<file path="src/rtl/core/pdaw_pkg.sv">
// ----------------------------------------------------------------------------
// pdaw_pkg
// Shared constants, types and helper functions of the angle-wrapping
// pd controller with time-normalized derivative.
// ----------------------------------------------------------------------------
`default_nettype none

package pdaw_pkg;

   // fixed-point scale points
   localparam int FULL_TURN   = 23040;   // 360 degrees in Q10.6
   localparam int HALF_TURN   = 11520;   // 180 degrees in Q10.6
   localparam int DRIVE_LIMIT = 25600;   // 100.0 in Q8.8

   localparam int GAIN_W    = 16;
   localparam int DRIVE_W   = 16;
   localparam int CSR_IDX_W = 3;
   localparam int CSR_DAT_W = 16;

   typedef logic [CSR_IDX_W-1:0]     csr_idx_type;
   typedef logic signed [GAIN_W-1:0] gain_type;
   typedef logic [14:0]              turn_rem_type;
   typedef logic signed [15:0]       turn_val_type;

   // register map
   localparam csr_idx_type CSR_GAIN_P     = 3'd0;
   localparam csr_idx_type CSR_GAIN_D     = 3'd1;
   localparam csr_idx_type CSR_ENABLE_P   = 3'd2;
   localparam csr_idx_type CSR_ENABLE_D   = 3'd3;
   localparam csr_idx_type CSR_ANGLE_MODE = 3'd4;

   localparam gain_type GAIN_P_RST = 16'sd166;
   localparam gain_type GAIN_D_RST = -16'sd1152;

   // one bit of a serial reduction modulo a full turn, msb first
   function automatic turn_rem_type turn_step(turn_rem_type rem, logic din);
      logic [15:0] r2;
      r2 = {rem, din};
      if (r2 >= 16'(FULL_TURN)) begin
         r2 = r2 - 16'(FULL_TURN);
      end
      return r2[14:0];
   endfunction

   // magnitude remainder plus sign into (-half turn, +half turn]
   function automatic turn_val_type wrap_turn(turn_rem_type rem, logic neg);
      logic [15:0] t;
      t = {1'b0, rem};
      if (neg && (rem != '0)) begin
         t = 16'(FULL_TURN) - {1'b0, rem};
      end
      if (t > 16'(HALF_TURN)) begin
         t = t - 16'(FULL_TURN);
      end
      return turn_val_type'(t);
   endfunction

endpackage

`default_nettype wire

</file>
<file path="src/rtl/core/pd_controller_angle_wrap.sv">
// ----------------------------------------------------------------------------
// pd_controller_angle_wrap
// PD controller with optional angle wrapping and a derivative term that is
// normalized by the elapsed microsecond time between samples.
// ----------------------------------------------------------------------------
// One item is worked on at a time. With EW = max(VALUE_WIDTH+1, 16) and
// QW = EW + 10, each item runs through EW-bit shift-add multipliers and,
// when the derivative is computed, through the restoring divider for dt
// with a QW-bit quotient; the divider is skipped when the derivative is
// zero (first sample or no elapsed time), and angle mode adds the serial
// modulo reduction first. The multipliers take one multiplier bit per
// cycle and the divider produces one quotient bit per cycle. A finished
// result sits in the output register, so the next item can be taken while
// it waits. Configuration writes are always ready and must only be issued
// while the block is idle.
`default_nettype none

module pd_controller_angle_wrap
   import pdaw_pkg::*;
#(
   parameter int VALUE_WIDTH = 16,
   parameter int TIME_WIDTH  = 32
) (
   input  wire logic                          clock,
   input  wire logic                          reset,
   // input items
   input  wire logic                          req_valid,
   output logic                               req_stall,
   input  wire logic signed [VALUE_WIDTH-1:0] req_measured,
   input  wire logic signed [VALUE_WIDTH-1:0] req_setpoint,
   input  wire logic [TIME_WIDTH-1:0]         req_time_us,
   // results
   output logic                               rsp_valid,
   input  wire logic                          rsp_stall,
   output logic signed [DRIVE_W-1:0]          rsp_drive,
   // register writes
   input  wire logic                          csr_valid,
   output logic                               csr_ready,
   input  wire csr_idx_type                   csr_index,
   input  wire logic [CSR_DAT_W-1:0]          csr_wdata
);

   localparam int EW = (VALUE_WIDTH + 1 > 16) ? VALUE_WIDTH + 1 : 16;
   localparam int PW = EW + GAIN_W;
   localparam int QW = PW - 6;
   localparam int SW = QW + 2;
   localparam int CW = $clog2(QW + 1);

   localparam logic [2:0] ST_IDLE = 3'd0;
   localparam logic [2:0] ST_WRAP = 3'd1;
   localparam logic [2:0] ST_WFIN = 3'd2;
   localparam logic [2:0] ST_MUL  = 3'd3;
   localparam logic [2:0] ST_DIV  = 3'd4;
   localparam logic [2:0] ST_SUM  = 3'd5;

   localparam logic signed [SW-1:0] LIM_HI = SW'(DRIVE_LIMIT);
   localparam logic signed [SW-1:0] LIM_LO = -LIM_HI;

   // control and configuration
   logic [2:0]                    state_ff, state_in;
   logic [CW-1:0]                 cnt_ff, cnt_in;
   gain_type                      gain_p_ff, gain_p_in;
   gain_type                      gain_d_ff, gain_d_in;
   logic                          en_p_ff, en_p_in;
   logic                          en_d_ff, en_d_in;
   logic                          angle_ff, angle_in;
   logic [VALUE_WIDTH-1:0]        last_meas_ff, last_meas_in;
   logic [TIME_WIDTH-1:0]         last_time_ff, last_time_in;
   logic                          time_valid_ff, time_valid_in;
   logic                          rsp_valid_ff, rsp_valid_in;

   // datapath
   logic [EW-1:0]                 errm_ff, errm_in;
   logic [EW-1:0]                 chgm_ff, chgm_in;
   logic                          err_neg_ff, err_neg_in;
   logic                          chg_neg_ff, chg_neg_in;
   turn_rem_type                  rem_e_ff, rem_e_in;
   turn_rem_type                  rem_c_ff, rem_c_in;
   logic [PW-1:0]                 prod_p_ff, prod_p_in;
   logic [PW-1:0]                 prod_d_ff, prod_d_in;
   logic                          neg_p_ff, neg_p_in;
   logic                          neg_d_ff, neg_d_in;
   logic [TIME_WIDTH-1:0]         dt_ff, dt_in;
   logic                          d_zero_ff, d_zero_in;
   logic [QW-1:0]                 quo_ff, quo_in;
   logic [TIME_WIDTH-1:0]         div_rem_ff, div_rem_in;
   logic signed [DRIVE_W-1:0]     drive_ff, drive_in;

   // combinational helpers
   logic                          req_xfer;
   logic signed [EW-1:0]          err_full, chg_full;
   logic signed [EW-1:0]          src_e, src_c;
   logic [EW-1:0]                 abs_e, abs_c;
   logic [GAIN_W-1:0]             mcand_p, mcand_d;
   logic [TIME_WIDTH-1:0]         dt_now;
   logic [GAIN_W:0]               sum_p, sum_d;
   logic [TIME_WIDTH:0]           div_r2;
   logic                          div_ge;
   logic signed [SW-1:0]          p_s, d_s, total;
   logic                          out_free;

   assign req_stall = (state_ff != ST_IDLE);
   assign req_xfer  = req_valid && !req_stall;
   assign csr_ready = 1'b1;
   assign rsp_valid = rsp_valid_ff;
   assign rsp_drive = drive_ff;
   assign out_free  = !rsp_valid_ff || !rsp_stall;

   always_comb begin
      err_full = EW'(req_setpoint) - EW'(req_measured);
      chg_full = EW'(req_measured) - EW'($signed(last_meas_ff));
      dt_now   = req_time_us - last_time_ff;

      // operands of the multipliers: raw differences or wrapped ones
      if (state_ff == ST_IDLE) begin
         src_e = err_full;
         src_c = chg_full;
      end else begin
         src_e = EW'(wrap_turn(rem_e_ff, err_neg_ff));
         src_c = EW'(wrap_turn(rem_c_ff, chg_neg_ff));
      end
      abs_e   = src_e[EW-1] ? EW'(-src_e) : EW'(src_e);
      abs_c   = src_c[EW-1] ? EW'(-src_c) : EW'(src_c);
      mcand_p = gain_p_ff[GAIN_W-1] ? GAIN_W'(-gain_p_ff) : GAIN_W'(gain_p_ff);
      mcand_d = gain_d_ff[GAIN_W-1] ? GAIN_W'(-gain_d_ff) : GAIN_W'(gain_d_ff);

      // shift-add step, multiplier bits leave at the bottom
      sum_p = {1'b0, prod_p_ff[PW-1:EW]} + (prod_p_ff[0] ? {1'b0, mcand_p} : '0);
      sum_d = {1'b0, prod_d_ff[PW-1:EW]} + (prod_d_ff[0] ? {1'b0, mcand_d} : '0);

      // restoring divide step
      div_r2 = {div_rem_ff, quo_ff[QW-1]};
      div_ge = (div_r2 >= {1'b0, dt_ff});

      p_s = $signed({2'b00, prod_p_ff[PW-1:6]});
      if (neg_p_ff) begin
         p_s = -p_s;
      end
      d_s = d_zero_ff ? '0 : $signed({2'b00, quo_ff});
      if (neg_d_ff) begin
         d_s = -d_s;
      end
      total = (en_p_ff ? p_s : '0) + (en_d_ff ? d_s : '0);
   end

   always_comb begin
      state_in      = state_ff;
      cnt_in        = cnt_ff;
      gain_p_in     = gain_p_ff;
      gain_d_in     = gain_d_ff;
      en_p_in       = en_p_ff;
      en_d_in       = en_d_ff;
      angle_in      = angle_ff;
      last_meas_in  = last_meas_ff;
      last_time_in  = last_time_ff;
      time_valid_in = time_valid_ff;
      rsp_valid_in  = rsp_valid_ff;
      errm_in       = errm_ff;
      chgm_in       = chgm_ff;
      err_neg_in    = err_neg_ff;
      chg_neg_in    = chg_neg_ff;
      rem_e_in      = rem_e_ff;
      rem_c_in      = rem_c_ff;
      prod_p_in     = prod_p_ff;
      prod_d_in     = prod_d_ff;
      neg_p_in      = neg_p_ff;
      neg_d_in      = neg_d_ff;
      dt_in         = dt_ff;
      d_zero_in     = d_zero_ff;
      quo_in        = quo_ff;
      div_rem_in    = div_rem_ff;
      drive_in      = drive_ff;

      if (csr_valid && csr_ready) begin
         unique case (csr_index)
            CSR_GAIN_P:     gain_p_in = gain_type'(csr_wdata);
            CSR_GAIN_D:     gain_d_in = gain_type'(csr_wdata);
            CSR_ENABLE_P:   en_p_in   = csr_wdata[0];
            CSR_ENABLE_D:   en_d_in   = csr_wdata[0];
            CSR_ANGLE_MODE: angle_in  = csr_wdata[0];
            default: ;
         endcase
      end

      if (rsp_valid_ff && !rsp_stall) begin
         rsp_valid_in = 1'b0;
      end

      unique case (state_ff)
         ST_IDLE: begin
            if (req_xfer) begin
               last_meas_in  = req_measured;
               last_time_in  = req_time_us;
               time_valid_in = 1'b1;
               dt_in         = dt_now;
               d_zero_in     = !time_valid_ff || (dt_now == '0);
               cnt_in        = '0;
               if (angle_ff) begin
                  errm_in    = abs_e;
                  chgm_in    = abs_c;
                  err_neg_in = err_full[EW-1];
                  chg_neg_in = chg_full[EW-1];
                  rem_e_in   = '0;
                  rem_c_in   = '0;
                  state_in   = ST_WRAP;
               end else begin
                  prod_p_in = {{GAIN_W{1'b0}}, abs_e};
                  prod_d_in = {{GAIN_W{1'b0}}, abs_c};
                  neg_p_in  = gain_p_ff[GAIN_W-1] ^ src_e[EW-1];
                  neg_d_in  = gain_d_ff[GAIN_W-1] ^ src_c[EW-1];
                  state_in  = ST_MUL;
               end
            end
         end
         ST_WRAP: begin
            rem_e_in = turn_step(rem_e_ff, errm_ff[EW-1]);
            rem_c_in = turn_step(rem_c_ff, chgm_ff[EW-1]);
            errm_in  = errm_ff << 1;
            chgm_in  = chgm_ff << 1;
            if (cnt_ff == CW'(EW - 1)) begin
               cnt_in   = '0;
               state_in = ST_WFIN;
            end else begin
               cnt_in = cnt_ff + 1'b1;
            end
         end
         ST_WFIN: begin
            prod_p_in = {{GAIN_W{1'b0}}, abs_e};
            prod_d_in = {{GAIN_W{1'b0}}, abs_c};
            neg_p_in  = gain_p_ff[GAIN_W-1] ^ src_e[EW-1];
            neg_d_in  = gain_d_ff[GAIN_W-1] ^ src_c[EW-1];
            state_in  = ST_MUL;
         end
         ST_MUL: begin
            prod_p_in = {sum_p, prod_p_ff[EW-1:1]};
            prod_d_in = {sum_d, prod_d_ff[EW-1:1]};
            if (cnt_ff == CW'(EW - 1)) begin
               // numerator of the derivative already scaled by 1/64
               quo_in     = prod_d_in[PW-1:6];
               div_rem_in = '0;
               cnt_in     = '0;
               state_in   = d_zero_ff ? ST_SUM : ST_DIV;
            end else begin
               cnt_in = cnt_ff + 1'b1;
            end
         end
         ST_DIV: begin
            div_rem_in = div_ge ? TIME_WIDTH'(div_r2 - {1'b0, dt_ff})
                                : div_r2[TIME_WIDTH-1:0];
            quo_in     = {quo_ff[QW-2:0], div_ge};
            if (cnt_ff == CW'(QW - 1)) begin
               cnt_in   = '0;
               state_in = ST_SUM;
            end else begin
               cnt_in = cnt_ff + 1'b1;
            end
         end
         ST_SUM: begin
            if (out_free) begin
               if (total > LIM_HI) begin
                  drive_in = DRIVE_W'(LIM_HI);
               end else if (total < LIM_LO) begin
                  drive_in = DRIVE_W'(LIM_LO);
               end else begin
                  drive_in = total[DRIVE_W-1:0];
               end
               rsp_valid_in = 1'b1;
               state_in     = ST_IDLE;
            end
         end
         default: begin
            state_in = ST_IDLE;
         end
      endcase
   end

   always_ff @(posedge clock) begin
      if (reset) begin
         state_ff      <= ST_IDLE;
         cnt_ff        <= '0;
         gain_p_ff     <= GAIN_P_RST;
         gain_d_ff     <= GAIN_D_RST;
         en_p_ff       <= 1'b1;
         en_d_ff       <= 1'b1;
         angle_ff      <= 1'b0;
         last_meas_ff  <= '0;
         last_time_ff  <= '0;
         time_valid_ff <= 1'b0;
         rsp_valid_ff  <= 1'b0;
      end else begin
         state_ff      <= state_in;
         cnt_ff        <= cnt_in;
         gain_p_ff     <= gain_p_in;
         gain_d_ff     <= gain_d_in;
         en_p_ff       <= en_p_in;
         en_d_ff       <= en_d_in;
         angle_ff      <= angle_in;
         last_meas_ff  <= last_meas_in;
         last_time_ff  <= last_time_in;
         time_valid_ff <= time_valid_in;
         rsp_valid_ff  <= rsp_valid_in;
      end
   end

   always_ff @(posedge clock) begin
      errm_ff    <= errm_in;
      chgm_ff    <= chgm_in;
      err_neg_ff <= err_neg_in;
      chg_neg_ff <= chg_neg_in;
      rem_e_ff   <= rem_e_in;
      rem_c_ff   <= rem_c_in;
      prod_p_ff  <= prod_p_in;
      prod_d_ff  <= prod_d_in;
      neg_p_ff   <= neg_p_in;
      neg_d_ff   <= neg_d_in;
      dt_ff      <= dt_in;
      d_zero_ff  <= d_zero_in;
      quo_ff     <= quo_in;
      div_rem_ff <= div_rem_in;
      drive_ff   <= drive_in;
   end

   // a new result only comes out of the final summing step
   assert property (@(posedge clock) disable iff (reset)
      $rose(rsp_valid_ff) |-> $past(state_ff) == ST_SUM)
      else $error("result appeared without a completed computation");

   // an accepted item always starts work
   assert property (@(posedge clock) disable iff (reset)
      req_xfer |=> state_ff != ST_IDLE)
      else $error("accepted item did not start");

   // divider partial remainder stays below the nonzero time step
   assert property (@(posedge clock) disable iff (reset)
      state_ff == ST_DIV |-> (div_rem_ff < dt_ff) && (dt_ff != '0))
      else $error("divider remainder out of range");

   // clamped output never leaves the drive range
   assert property (@(posedge clock) disable iff (reset)
      rsp_valid_ff |-> ($signed(drive_ff) <= DRIVE_LIMIT)
                       && ($signed(drive_ff) >= -DRIVE_LIMIT))
      else $error("drive outside clamp range");

endmodule

`default_nettype wire
</file>
<file path="config.mk">
export PLATFORM = sky130hd
export DESIGN_NAME = pd_controller_angle_wrap
export DESIGN_NICKNAME = d
export VERILOG_FILES = /design/src/rtl/core/pdaw_pkg.sv /design/src/rtl/core/pd_controller_angle_wrap.sv
export SDC_FILE = /design/constraint.sdc
export NUM_CORES = 1
export LEC_CHECK = 0
export BUFFER_PORTS_ARGS = -buffer_cell sky130_fd_sc_hd__buf_2
export CORE_MARGIN = 2
export CORE_UTILIZATION = 45
export DETAILED_ROUTE_END_ITERATION = 10
export GPL_ROUTABILITY_DRIVEN = 0
export SETUP_SLACK_MARGIN = 0.15
export SYNTH_ARGS = -nofsm -noshare
export SYNTH_HDL_FRONTEND = slang
export SYNTH_SLANG_ARGS = --single-unit
</file>
<file path="constraint.sdc">
create_clock -name clock -period 19.84 [get_ports clock]
set_clock_uncertainty 0.2 [all_clocks]
set_input_delay 3.968 -clock clock [delete_from_list [all_inputs] [get_ports clock]]
set_output_delay 3.968 -clock clock [all_outputs]
set_load 0.005 [all_outputs]
</file>
==> results.md, run 1 <==
- Status: completed
- Root buffer cell: clkbuf_16
- Worst-Skew Late Latency: 570 ps
- Async S/R FF share, synth: 0%
- Final min period: 7930 ps
- Drt drc: 0
- Core area: 57,600 µm²
- Area contributors post-synth: edfxtp_1, ha_1, dfxtp_1, nand2_1, xnor2_1
- # H-tree levels: 2
- Top cell type's share of synthesized area: approximately 28%
- Vias in the first global route: 21,251
- PwrDens: about 170 nW/µm²
- Pre-CTS setup slack: about 11,000 ps
- Die H: 245 µm
- Die width: 245 µm
- #FFs+latches synth: 335
- CP Launch Type: primary input
- First-pass GRT wire length: ~110,000 µm
- WHS: 252 ps
- Drt via density: around 5.7
- Max Clk Rate: 126 MHz
- Routed wire length: 70,200 µm
- Multi-input logic area: between 15,000 and 20,000 µm²
- Post-CTS Resized: 0
- Critical Path AT: 8120 ps
- Slew @ Worst Pin: 1100 ps
- Grt ovf: 0
- Post-synth EDFFs: 242
- Cells after Synth: 3,072
- CP Capture Type: flop
- RSZ-0062 raised after global routing: no
- Filler cells: 5,500
- WP data required: roughly 20,000 ps
- Slew headroom: 26.8%
- Layout Nets: 3,373
- Pleak: 11.2 nW
- Num CTS Buffers: 41
- Layout cells sized above 1: 8.97%
- Syn Nets: 3,341
- Max Cap Viol: 0
- TritonCTS clock tree: done
- Primary FF master, synth: edfxtp_1
- Detailed Place HPWL: 52,600 µm
- Seq/Total Area, Yosys: 34.9%
- Row Count: between 80 and 90
- DR vias: 22,384
- Overall routing resource usage: 23.1%
- Library cells used by synthesis: 92
- Synth area leader: edfxtp_1
- Peak VDD IR: around 0.090 mV
- Ant diodes: 0
- Mapped Avg Cell Area: 8.52 µm²
- Post-synthesis cell area: between 20,000 and 30,000 µm²
- Reg area: 9130 µm²
- Setup Buffers After CTS: 0
- Port bufs: about 110
- CTS max path bufs: 3
- Clock sinks: 335
- Initial drt markers: 1,851
- Clk pin slew, worst setup/hold paths: 60 ps
- Die Area: between 60,000 and 70,000 µm²
- Final setup violation count: 0
- Type of the worst setup path: primary input to flop
- Max Transition Viols Final: 0
- Sum of negative setup slack: 0 ps
- Synth warn: 0
- Fin. Hold Viols: 0
- Post-CTS Hold Buffers: 0
- Antenna violations before repair: 0
- I/O pin cnt: 107
- Synth-to-Final Area Change: 9.22%
- Drt first pass iters: 6
- Initial Utilization: a little under half
- DRT antenna net count: 0
- HP Class: flop to flop
- Worst Path Max Fanout: 3
- Post-route setup slack: 11,910 ps
- Largest net degree at the start of global routing: 94
- DR WL/cell: about 18 µm
- Final worst-path cycle share: 40.0%
[metal layers]
layer  track usage (%)  up-vias  part of all wire [%]
met5                 0        -                     0
met4              7.34        0                   3.0
met3              3.16       98                   5.0
met2              37.5      555                    45
met1              31.6    10629                    47
li1                  -    11102                     -
[cells in the final DEF, fill, tap and decap left out, types with 28 or more instances in the layout]
master,count
mux2i_1,31
o31ai_1,37
a31oi_1,32
nand2_1,380
nor2b_1,37
nor3_1,62
edfxtp_1,242
nor2_1,258
ha_1,174
o21ai_0,149
xor2_1,73
and3_1,28
a21o_1,72
inv_1,188
nand2b_1,34
a211oi_1,32
and2_1,92
a21oi_1,262
mux2_2,33
dfxtp_1,93
clkbuf_16,42
nand3_1,49
xnor2_1,158
buf_2,105
o21a_1,38
[stage by stage]
step | cell area, µm² | total power [mW] | instances | utilization (%)
after floorplan | 26200 | 3.50 | 3072 | -
after global placement | 27300 | 4.11 | 3826 | 47.4
after detailed placement | 27300 | 4.18 | 3826 | 47.4
after CTS | 28600 | 4.95 | 3899 | 49.6
after global routing | 28600 | 5.35 | 3899 | 49.6
final | 28600 | 4.95 | 3899 | 49.6
[synth_stat cells (all sizes together) (37+ instances only)]
library cell  instances
nand2               382
o21ai               157
inv                 189
o21a                 38
a21o                 72
xor2                 73
edfxtp              242
dfxtp                93
clkbuf              115
nor2                258
nor3                 68
o31ai                37
and2                 93
nor2b                37
ha                  174
a21oi               263
xnor2               160
nand3                49
[path summary, 6_finish.rpt]
| check | depth (start not counted) | startpoint | slack, ps | end |
|---|---|---|---|---|
| setup / recovery | 15 | req_time_us[0] | 11910 | d_zero_ff |
| hold / removal | 2 | last_time_ff[18] | 250 | last_time_ff[18] |
| setup reg to reg | 20 | prod_p_ff[9] | 13270 | rsp_drive[10] |
| hold reg to reg | 2 | last_time_ff[18] | 250 | last_time_ff[18] |
[sequential cells by signal (all words and copies together), names as in the netlist, 3 cells and up]
| signal | count |
|---|---|
| quo_ff | 27 |
| rem_e_ff | 15 |
| prod_p_ff | 33 |
| last_meas_ff | 16 |
| gain_p_ff | 16 |
| dt_ff | 32 |
| cnt_ff | 5 |
| state_ff | 3 |
| prod_d_ff | 33 |
| errm_ff | 17 |
| chgm_ff | 17 |
| div_rem_ff | 32 |
| rem_c_ff | 15 |
| rsp_drive | 16 |
| gain_d_ff | 16 |
| last_time_ff | 32 |
[cell type report]
cell class	instances	area share, %
Sequential cell	335	31.9
Clock inverter	23	0.740
Inverter	189	2.48
Clock buffer	50	3.78
Multi-Input combinational cell	2417	55.5
Tap cell	765	3.35
Timing Repair Buffer	120	2.23
[cells by family (layout without fill, tap and decap cells)]
kind of cell	after synthesis	in the layout	synth area share (%)
flip-flops	335	335	34.9
other	1	1	0.0143
AO/OA/AOI/OAI	807	807	19.8
buffers and inverters	320	382	4.67
adder cells (fa/ha/maj)	181	181	8.85
multiplexers	64	64	2.61
AND/OR/NAND/NOR	1131	1131	21.3
XOR/XNOR	233	233	7.86
[worst max-delay path, cell delays in order]
cell,delay (ps)
buf_2,90
inv_1,40
ha_1,210
fa_1,410
nor2b_1,240
o2111ai_1,170
and4_1,230
o41ai_1,430
xor2_1,150
nand4bb_1,190
or4_1,470
or4b_1,460
or4b_1,460
or4_1,420
o41ai_2,200
[power by group]
group          switching [mW]  internal, mW
sequential              0.205          1.12
combinational            1.71          1.17
clock                   0.312         0.428
total                    2.23          2.72
Note: power is estimated with default switching activity, not from simulation.
==> run 2: changes to the inputs <==
==> constraint.sdc (replaced) <==
create_clock -name clock -period 6.9 [get_ports clock]
set_clock_uncertainty 0.2 [all_clocks]
set_input_delay 1.38 -clock clock [delete_from_list [all_inputs] [get_ports clock]]
set_output_delay 1.38 -clock clock [all_outputs]
set_load 0.005 [all_outputs]
==> results.md, run 2 (synthesis gave the netlist of run 1 again) <==
- Post-CTS Hold Buffers: 0
- Worst reg2reg path depth: 20
- CP Capture Point: rsp_drive[10]
- Reg-to-reg critical path endpoint: rsp_drive[10]
- I/O pin cnt: about 110
- Layout Nets: 3,375
- TritonCTS clock tree: done
- Power Total: ~14 mW
- Combinational Power Share: 58.4%
- Final Non-Filler Cells: a little under 4,000
- Overall routing resource usage: 22.9%
- Commonest non-fill, non-tap cell in the layout: nand2_1
- Die width: 245 µm
- DRT antenna net count: 0
- CTS max path bufs: 3
- RSZ-0062 raised after global routing: no
- Clk pin slew, worst setup/hold paths: 60 ps
- Worst Path Max Fanout: 11
- Slew @ Worst Pin: 1070 ps
- Type of the worst setup path: flop to flop
- Drt drc: 0
- First-pass GRT wire length: 113,000 µm
- Seq pwr share: 26.2%
- Layout cells sized above 1: a little under a tenth
- Num CTS Buffers: 41
- Hold path cells: 2
- CP Capture Type: flop
- Grt ovf: 0
- Setup Buffers After CTS: 0
- CP Launch Type: flop
- Worst Setup SP: prod_p_ff[9]
- Internal power: 7.88 mW
- Row Count: 88
- # H-tree levels: 2
- Largest regs: prod_d_ff (33), prod_p_ff (33)
- Net switching fraction of the power: 45.3%
- Core Util, Final: 49.8%
- Initial drt markers: 1,749
- Commonest cells after routing, fill and taps aside: nand2_1, a21oi_1, nor2_1, edfxtp_1, inv_1
- Max Cap Viol: 0
- Max Clk Rate: 158 MHz
- Vias in the first global route: ~21,000
- Final worst-path cycle share: 91.8%
- Synth-to-Final Area Change: 9.61%
- Die H: 245 µm
- Clock power share: between 10% and 20%
- Max Transition Viols Final: 0
- Antenna violations before repair: 1
- Final setup violation count: 0
- Worst R2R Start: prod_p_ff[9]
- Post-CTS Resized: 0
- Core area: ~58,000 µm²
- R2R setup slack: ~570 ps
- PwrDens: 502 nW/µm²
- Peak VDD IR: 0.242 mV
- HP Class: flop to flop
- DR vias: 22,385
- Detailed Place HPWL: 52,500 µm
- Pleak: 11.2 nW
- Root buffer cell: clkbuf_16
- Critical Path AT: approximately 6500 ps
- Drt via density: 5.73
- Fin. Hold Viols: 0
- Final min period: 6330 ps
- Die Area: 60,100 µm²
- Largest net degree at the start of global routing: 94
- Drt first pass iters: 6
- Slew headroom: 28.4%
- Post-route setup slack: roughly 570 ps
- Dpl cells: 3,828
- Port bufs: between 100 and 150
- Pre-CTS setup slack: 508 ps
- Initial Utilization: a little under half
- WP data required: 7040 ps
- Clock sinks: 335
- Status: completed
- Routed wire length: 69,800 µm
- Sum of negative setup slack: 0 ps
- DR WL/cell: 17.9 µm
- Net Switching: 6.52 mW
- Worst-Skew Late Latency: 600 ps
- Filler cells: 5,435
-- run 2: cell types whose count changed in the layout (fill, tap and decap cells not counted), sizes merged --
| cell | change |
|---|---|
| clkinv | -5 |
| diode | +1 |
| clkbuf | +4 |
| clkinvlp | +4 |
| buf | +2 |
-- run 2: worst min-delay path by stage --
stage	endpoint	slack, ps	startpoint
2_1_floorplan	last_meas_ff[10]	240	last_meas_ff[10]
3_3_place_gp	last_meas_ff[4]	240	last_meas_ff[4]
3_5_place_dp	last_time_ff[17]	250	last_time_ff[17]
4_1_cts	last_time_ff[17]	250	last_time_ff[17]
5_1_grt	last_time_ff[7]	270	last_time_ff[7]
6_report	last_time_ff[15]	250	last_time_ff[15]
-- run 2: power by group through the flow --
stage	sequential, mW	clock, mW	combinational, mW
6_report	3.77	2.23	8.41
5_1_grt	3.85	2.35	9.34
4_1_cts	3.76	2.28	8.33
3_5_place_dp	3.80	0	8.26
3_3_place_gp	3.77	0	8.14
2_1_floorplan	3.53	0	6.52
-- run 2: worst max-delay path: stages, from the launching register on --
cell and delay (ps):
edfxtp_1 460, or3_1 440, or4_1 480, nor4_1 330, nand3_1 180, or4_1 510, o41ai_1 340, xnor2_1 100
and2_1 170, ha_1 350, a21oi_1 250, o211ai_1 140, a21o_1 180, nor3_1 250, a2111oi_0 160, o311ai_0 380
nand2_1 80, a21oi_1 250, xnor2_2 200, mux2_2 470, nand2b_1 170
-- run 2: final cells by class --
cell class                      count  area [µm²]  share of cell area, %
Tap cell                          765         957                   3.34
Timing Repair Buffer              122         653                   2.28
Sequential cell                   335        9130                   31.8
Clock buffer                       54        1130                   3.94
Inverter                          189         709                   2.47
Clock inverter                     22         240                  0.837
Antenna cell                        1        2.50                0.00872
Multi-Input combinational cell   2417       15900                   55.3
-- run 2: through the flow --
stage	hold WS [ps]	instance area (µm²)
finish	253	28700
CTS	255	28700
floorplan	236	26200
global route	273	28700
detailed placement	247	27300
global placement	242	27300
-- run 2: per-layer routing --
metal  global-route usage, %  share of wire [%]  vias to the layer above
li1                        -                  -                    11123
met1                    32.1                 48                    10584
met2                    37.1                 45                      585
met3                    2.85                4.5                       93
met4                    6.64                2.5                        0
met5                       0                  0                        -
